`src/hw/rtl/cbsc_pkg.sv`:
```
// Shared types and constants for the cassette bit serializer with CRC.
package cbsc_pkg;

  localparam int unsigned MAX_RUN_DEFAULT = 64;
  localparam logic [15:0] CRC_POLY = 16'h8408;
  localparam logic [15:0] CRC_INIT = 16'h0000;
  localparam logic [7:0]  HALF_PERIOD_RESET = 8'd12;

  localparam int unsigned REQ_W  = 2;
  localparam int unsigned RLEN_W = 7;
  localparam int unsigned SAMP_W = 9;

  typedef enum logic [REQ_W-1:0] {
    REQ_RUN    = 2'd0,
    REQ_BYTE   = 2'd1,
    REQ_CRC    = 2'd2,
    REQ_UNUSED = 2'd3
  } req_t;

  // Serial CRC control, one data bit per cycle while fold is set
  typedef struct packed {
    logic clear;
    logic fold;
    logic din;
  } crc_ctl_t;

  // One line bit handed to the output stage
  typedef struct packed {
    logic line_bit;
    logic last;
  } bit_beat_t;

endpackage

```
`src/hw/rtl/cassette_bit_serializer_crc.sv`:
```
// Top level: pulse-width tape bit serializer with serial CRC-16 and output register.
//
// Each request beat becomes a stream of line-bit beats, one per cycle while the
// output is not stalled: a run request gives run_length bits (saturated to
// MAX_RUN, none for zero), a byte request gives nine (LSB first, stop bit 1), a
// CRC request gives eighteen. The sequencer takes a request only when idle, so
// it accepts no new request until the last bit of the previous one is handed
// on; the shift register and the bit-serial CRC unit move one line bit and one
// CRC bit per cycle while not stalled. high_samples is half_period_samples
// for a 0 and twice that for a 1; write the register only while idle.
module cassette_bit_serializer_crc #(
  parameter int unsigned MAX_RUN = cbsc_pkg::MAX_RUN_DEFAULT
) (
  input  logic        clk,
  input  logic        rst,
  input  logic        cfg_wr_en,
  input  logic [7:0]  cfg_wr_data,     // half_period_samples
  input  logic        s_axis_tvalid,
  output logic        s_axis_tready,
  // [0] run_value, [7:1] run_length, [15:8] data_byte, [16] crc_restart, [23:17] zero
  input  logic [23:0] s_axis_tdata,
  input  logic [1:0]  s_axis_tuser,    // [1:0] req_type
  output logic        m_axis_tvalid,
  input  logic        m_axis_tready,
  output logic [15:0] m_axis_tdata,    // [0] line_bit, [9:1] high_samples, [15:10] zero
  output logic        m_axis_tlast     // last
);

  logic                 [7:0] half_period;
  logic                [15:0] crc;
  cbsc_pkg::crc_ctl_t         crc_ctl;
  cbsc_pkg::bit_beat_t        beat;
  logic                       beat_valid;
  logic                       step;
  logic                       out_bit;
  logic                       out_last;
  logic [cbsc_pkg::SAMP_W-1:0] out_samp;

  always_ff @(posedge clk) begin
    if (rst) begin
      half_period <= cbsc_pkg::HALF_PERIOD_RESET;
    end else if (cfg_wr_en) begin
      half_period <= cfg_wr_data;
    end
  end

  // advance the sequencer whenever the output register is free or draining
  assign step = !m_axis_tvalid || m_axis_tready;

  cbsc_seq #(
    .MAX_RUN (MAX_RUN)
  ) u_seq (
    .clk         (clk),
    .rst         (rst),
    .req_valid   (s_axis_tvalid),
    .req_ready   (s_axis_tready),
    .req_type    (s_axis_tuser),
    .run_value   (s_axis_tdata[0]),
    .run_length  (s_axis_tdata[7:1]),
    .data_byte   (s_axis_tdata[15:8]),
    .crc_restart (s_axis_tdata[16]),
    .crc         (crc),
    .crc_ctl     (crc_ctl),
    .step        (step),
    .beat_valid  (beat_valid),
    .beat        (beat)
  );

  cbsc_crc u_crc (
    .clk (clk),
    .rst (rst),
    .ctl (crc_ctl),
    .crc (crc)
  );

  always_ff @(posedge clk) begin
    if (rst) begin
      m_axis_tvalid <= 1'b0;
    end else if (beat_valid) begin
      m_axis_tvalid <= 1'b1;
    end else if (m_axis_tready) begin
      m_axis_tvalid <= 1'b0;
    end
  end

  always_ff @(posedge clk) begin
    if (beat_valid) begin
      out_bit  <= beat.line_bit;
      out_last <= beat.last;
      out_samp <= beat.line_bit ? {half_period, 1'b0} : {1'b0, half_period};
    end
  end

  assign m_axis_tdata = {6'd0, out_samp, out_bit};
  assign m_axis_tlast = out_last;

endmodule

```
`src/hw/rtl/cbsc_crc.sv`:
```
// Bit-serial reflected CRC-16 register, one data bit folded per cycle while fold is set.
module cbsc_crc (
  input  logic                clk,
  input  logic                rst,
  input  cbsc_pkg::crc_ctl_t  ctl,
  output logic [15:0]         crc
);

  logic [15:0] crc_next;
  logic        fb;

  always_comb begin
    fb       = crc[0] ^ ctl.din;
    crc_next = crc;
    if (ctl.clear) begin
      crc_next = cbsc_pkg::CRC_INIT;
    end else if (ctl.fold) begin
      crc_next = {1'b0, crc[15:1]} ^ (fb ? cbsc_pkg::CRC_POLY : 16'h0000);
    end
  end

  always_ff @(posedge clk) begin
    if (rst) begin
      crc <= cbsc_pkg::CRC_INIT;
    end else begin
      crc <= crc_next;
    end
  end

endmodule

```
`src/hw/rtl/cbsc_seq.sv`:
```
// Request sequencer: shifts runs and framed bytes out one line bit per cycle while step is high.
module cbsc_seq #(
  parameter int unsigned MAX_RUN = cbsc_pkg::MAX_RUN_DEFAULT
) (
  input  logic                          clk,
  input  logic                          rst,
  input  logic                          req_valid,
  output logic                          req_ready,
  input  logic [cbsc_pkg::REQ_W-1:0]    req_type,
  input  logic                          run_value,
  input  logic [cbsc_pkg::RLEN_W-1:0]   run_length,
  input  logic [7:0]                    data_byte,
  input  logic                          crc_restart,
  input  logic [15:0]                   crc,
  output cbsc_pkg::crc_ctl_t            crc_ctl,
  input  logic                          step,
  output logic                          beat_valid,
  output cbsc_pkg::bit_beat_t           beat
);

  localparam int unsigned RUN_W = $clog2(MAX_RUN + 1);

  typedef enum logic [2:0] {
    S_IDLE  = 3'b001,
    S_RUN   = 3'b010,
    S_FRAME = 3'b100
  } state_t;

  state_t           state, state_next;
  logic [RUN_W-1:0] cnt, cnt_next;
  logic             val, val_next;
  logic [8:0]       sh, sh_next;
  logic [3:0]       idx, idx_next;
  logic             pend, pend_next;
  logic [7:0]       hi, hi_next;
  logic [cbsc_pkg::RLEN_W-1:0] run_sat;
  logic             accept;

  assign req_ready = (state == S_IDLE);
  assign accept    = req_valid && req_ready;
  assign run_sat   = (run_length > cbsc_pkg::RLEN_W'(MAX_RUN))
                   ? cbsc_pkg::RLEN_W'(MAX_RUN) : run_length;

  always_comb begin
    state_next = state;
    cnt_next   = cnt;
    val_next   = val;
    sh_next    = sh;
    idx_next   = idx;
    pend_next  = pend;
    hi_next    = hi;
    crc_ctl    = '0;
    beat_valid = 1'b0;
    beat       = '0;
    unique case (state)
      S_IDLE: begin
        if (accept) begin
          unique case (cbsc_pkg::req_t'(req_type))
            cbsc_pkg::REQ_RUN: begin
              val_next = run_value;
              cnt_next = RUN_W'(run_sat);
              if (run_sat != '0) state_next = S_RUN;
            end
            cbsc_pkg::REQ_BYTE: begin
              sh_next       = {1'b1, data_byte};
              idx_next      = '0;
              pend_next     = 1'b0;
              crc_ctl.clear = crc_restart;
              state_next    = S_FRAME;
            end
            cbsc_pkg::REQ_CRC: begin
              // snapshot: high byte held aside while the low byte folds
              sh_next    = {1'b1, crc[7:0]};
              hi_next    = crc[15:8];
              idx_next   = '0;
              pend_next  = 1'b1;
              state_next = S_FRAME;
            end
            cbsc_pkg::REQ_UNUSED: begin
              state_next = S_IDLE;
            end
            default: state_next = S_IDLE;
          endcase
        end
      end
      S_RUN: begin
        if (step) begin
          beat_valid    = 1'b1;
          beat.line_bit = val;
          beat.last     = (cnt == RUN_W'(1));
          cnt_next      = cnt - RUN_W'(1);
          if (cnt == RUN_W'(1)) state_next = S_IDLE;
        end
      end
      S_FRAME: begin
        if (step) begin
          beat_valid    = 1'b1;
          beat.line_bit = sh[0];
          beat.last     = (idx == 4'd8) && !pend;
          // data bits fold into the CRC, the stop bit does not
          crc_ctl.fold  = (idx != 4'd8);
          crc_ctl.din   = sh[0];
          sh_next       = {1'b0, sh[8:1]};
          idx_next      = idx + 4'd1;
          if (idx == 4'd8) begin
            if (pend) begin
              sh_next   = {1'b1, hi};
              idx_next  = '0;
              pend_next = 1'b0;
            end else begin
              state_next = S_IDLE;
            end
          end
        end
      end
      default: state_next = S_IDLE;
    endcase
  end

  always_ff @(posedge clk) begin
    if (rst) begin
      state <= S_IDLE;
      cnt   <= '0;
      idx   <= '0;
      pend  <= 1'b0;
    end else begin
      state <= state_next;
      cnt   <= cnt_next;
      idx   <= idx_next;
      pend  <= pend_next;
    end
  end

  always_ff @(posedge clk) begin
    val <= val_next;
    sh  <= sh_next;
    hi  <= hi_next;
  end

endmodule

```
`config.mk`:
```
export PLATFORM = sky130hd
export DESIGN_NAME = cassette_bit_serializer_crc
export DESIGN_NICKNAME = d
export VERILOG_FILES = /design/src/hw/rtl/cbsc_pkg.sv /design/src/hw/rtl/cassette_bit_serializer_crc.sv /design/src/hw/rtl/cbsc_crc.sv /design/src/hw/rtl/cbsc_seq.sv
export SDC_FILE = /design/constraint.sdc
export NUM_CORES = 1
export LEC_CHECK = 0
export BUFFER_PORTS_ARGS = -buffer_cell sky130_fd_sc_hd__buf_2
export CORE_ASPECT_RATIO = 1.25
export CORE_MARGIN = 2
export CORE_UTILIZATION = 60
export DETAILED_ROUTE_END_ITERATION = 8
export GPL_TIMING_DRIVEN = 0
export HOLD_SLACK_MARGIN = 0.12
export PLACE_DENSITY = 0.85
export SYNTH_ARGS = -nofsm -noshare
export SYNTH_HDL_FRONTEND = slang
export SYNTH_SLANG_ARGS = --single-unit
export TNS_END_PERCENT = 1
```
`constraint.sdc`:
```
create_clock -name clk -period 5.6 [get_ports clk]
set_input_delay 0.28 -clock clk [delete_from_list [all_inputs] [get_ports clk]]
set_output_delay 0.28 -clock clk [all_outputs]
set_load 0.02 [all_outputs]
```
==> run summary <==
Status - finished, final reports clean
Async SR Flop Fraction - 0%
Post-layout min period - 2.04 ns
CP startpoint kind - flop
Ports - 58
CP endpoint kind - flop
Clock transition at path regs - 0.08 ns
Slew Limit Headroom - 40.5%
Port Buffers - 43
Crit path kind - flop to flop
#FFs+latches synth - 69
Avg WL per Cell - 14.9 um
Leading area contributor after synthesis - edfxtp_1
Internal power - 864 uW
Slowest stage delay, CP - 0.45 ns
Worst Hold Class - input pin to flop
Register area share after synthesis - 50.2%
Total grt overflow - 0
Clock power share - 42.4%
LEAKAGE - 1.59 nW
Std cell rows - 30
TNS Setup - 0 ns
Dominant synthesized flop cell - dfxtp_1
Hold_sp - cfg_wr_data[2]
Final worst-path cycle share - 36.4%
Post-synth top cells - a21oi_1 (40), dfxtp_1 (40), nand2_1 (38), edfxtp_1 (29), nor2_1 (26)
Net Sw Power - 271 uW
Maximum buffer depth of the clock tree - 2
Max stage delay cell, worst path - dfxtp_1
Max Cap Viol - 0
Worst r2r dst - out_samp[6]$_DFFE_PP_
Syn-to-layout area delta - 17.2%
Nets - 447
Post_cts resized - 0
Vias in the first global route - 2483
Yosys cell types - 56
Yosys top cell area share - 26.1%
Sequential share of power - 48.5%
Antenna-violating nets left - 0
Internal reg-to-reg setup slack - 3.56 ns
Final hold violation count - 0
Mapped Cells - 338
Antenna cell count - 0
Die Ht - 87.3 um
Fmax - 491 MHz
Largest net degree at the start of global routing - 14
CP arrival - 2.15 ns
Unrepaired setup endpoints after global routing - false
Sw frac - 23.9%
Final Power - 1.13 mW
Worst-Margin Slew - 0.889 ns
Hold Crit Endpoint - half_period[2]$_SDFFE_PP1P_
Hold depth - 3
Total Routing Usage GR - 23.8%
Final Skew - 0.0136 ns
Initial detailed-routing violation count - 287
Comb power frac - 9.0%
Drc violations - 0
Crit-path cells - nor3b_2, a22oi_1, or2_2, buf_2, mux2_2
Post-DP HPWL - 5130 um
Die area - 6170 sq um
Setup violators final - 0
TritonCTS clock tree - yes
Starting Density - 61.6%
Worst r2r src - u_seq.state[2]$_SDFFE_PP0P_
Slew Viols, Final - 0
Vias per cell - 5.68
Synth top area cells - edfxtp_1 (26%), dfxtp_1 (24%), a21oi_1 (6.0%)
DRT Pass-1 Iters - 4
CTS Hold Buffers Added - 1
Cts bufs inserted - 9
Initial antenna violation count - 0
Layout cells sized above 1 - 22.0%
Core area - 5410 sq um
Synthesis Warnings - 0
Critical Path RT - 5.71 ns
Gpl congestion - 0.866
Post-CTS setup buffer count - 0
EDFF count, synth - 29
Clock tree root driver cell - clkbuf_8
Mapped Area - 3330 sq um
Die width - 70.7 um
H-tree levels - 3
PD cells - 290 nW/um^2
Worst reg2reg path depth - 5
Via Count - 2658
First-pass GRT wire length - 11200 um
Syn Area/Cell - 9.86 sq um
Clock sinks - 69
Max FO, Critical Path - 10
Worst vdd ir - 296 uV
Clock latency on the worst-skew pair - 0.36 ns
Final WL - 6970 um
## state kept, by name (all words and copies together), names as in the netlist
| register | flops |
|---|---|
| out_samp | 9 |
| u_seq.sh | 9 |
| out_bit | 1 |
| u_crc.crc | 16 |
| m_axis_tvalid | 1 |
| u_seq.val | 1 |
| m_axis_tlast | 1 |
| u_seq.idx | 4 |
| u_seq.cnt | 7 |
| u_seq.state | 3 |
| u_seq.pend | 1 |
| half_period | 8 |
| u_seq.hi | 8 |
## worst max-delay path by stage
stage | start | endpoint | cells past startpoint
final | u_seq.state[2]$_SDFFE_PP0P_ | out_samp[6]$_DFFE_PP_ | 5
after global routing | u_seq.state[2]$_SDFFE_PP0P_ | out_samp[5]$_DFFE_PP_ | 5
after CTS | u_seq.state[2]$_SDFFE_PP0P_ | out_samp[5]$_DFFE_PP_ | 5
after detailed placement | u_seq.state[2]$_SDFFE_PP0P_ | out_samp[5]$_DFFE_PP_ | 5
after global placement | u_seq.state[2]$_SDFFE_PP0P_ | out_samp[5]$_DFFE_PP_ | 5
after floorplan | u_seq.state[2]$_SDFFE_PP0P_ | out_samp[1]$_DFFE_PP_ | 5
## placed cells by master (no fill, tap or decap), types with 3 or more instances in the layout
master / count
a22oi_1: 3
a21oi_1: 40
inv_1: 12
ha_1: 9
o21ai_0: 11
and2_1: 3
xnor2_1: 3
buf_2: 50
clkbuf_1: 10
nand2b_1: 4
mux2i_1: 16
nor3_1: 3
dfxtp_1: 40
clkbuf_8: 9
and3_1: 4
edfxtp_1: 29
buf_4: 7
a211oi_1: 9
mux2_2: 7
nand2_1: 38
nand3_1: 4
conb_1: 6
nor3b_1: 3
nor2b_1: 9
nor2_1: 26
## layout make-up
cell class,count,area [sq um]
Sequential cell,69,1670
Clock inverter,6,91.3
Clock buffer,10,149
Fill cell,397,1500
Multi-Input combinational cell,237,1500
Inverter,12,45.0
Timing Repair Buffer,45,235
Tap cell,64,80.1
Buffer,25,136
## layer usage
layer / vias up / wire length [um] / track usage, % / share of wire [%]
li1: 1312 / - / - / -
met1: 1240 / 2730 / 26.5 / 39
met2: 89 / 3680 / 42.2 / 53
met3: 17 / 376 / 5.79 / 5.4
met4: 0 / 182 / 12.5 / 2.6
met5: - / 0 / 0 / 0
## worst max-delay path, delay by kind of cell, from the launching register on
kind | cells | cell delay, ns
AO/OA/AOI/OAI | 1 | 0.16
flip-flops | 1 | 0.45
buffers and inverters | 1 | 0.19
multiplexers | 1 | 0.28
AND/OR/NAND/NOR | 2 | 0.73
## stage by stage
| step | hold WS, ns | util, % | cell area, sq um | std cells | setup WS, ns |
|---|---|---|---|---|---|
| after floorplan | 0.379 | - | 3350 | 343 | 3.84 |
| after detailed placement | 0.450 | 67.5 | 3650 | 450 | 3.57 |
| after CTS | 0.127 | 72.1 | 3900 | 467 | 3.56 |
| after global routing | 0.166 | 72.3 | 3910 | 468 | 3.41 |
| final | 0.157 | 72.3 | 3910 | 468 | 3.56 |
| after global placement | 0.439 | 67.5 | 3650 | 450 | 3.62 |
## cell families (layout without fill, tap and decap cells)
logic type	count (synthesis)	count (layout)	synth area share (%)
AND/OR/NAND/NOR	116	116	18.4
other	1	6	0.113
buffers and inverters	37	98	5.44
XOR/XNOR	4	4	1.05
adder cells (fa/ha/maj)	9	9	3.38
multiplexers	23	23	7.17
flip-flops	69	69	50.2
AO/OA/AOI/OAI	79	79	14.2
## power groups by stage
| stage | registers [mW] | clock network [mW] | logic (mW) |
|---|---|---|---|
| 2_1_floorplan | 0.560 | 0 | 0.0681 |
| 3_3_place_gp | 0.561 | 0 | 0.0981 |
| 3_5_place_dp | 0.562 | 0 | 0.101 |
| 4_1_cts | 0.550 | 0.488 | 0.102 |
| 5_1_grt | 0.552 | 0.509 | 0.113 |
| 6_report | 0.550 | 0.482 | 0.103 |
(Power assumes the default switching activity.)
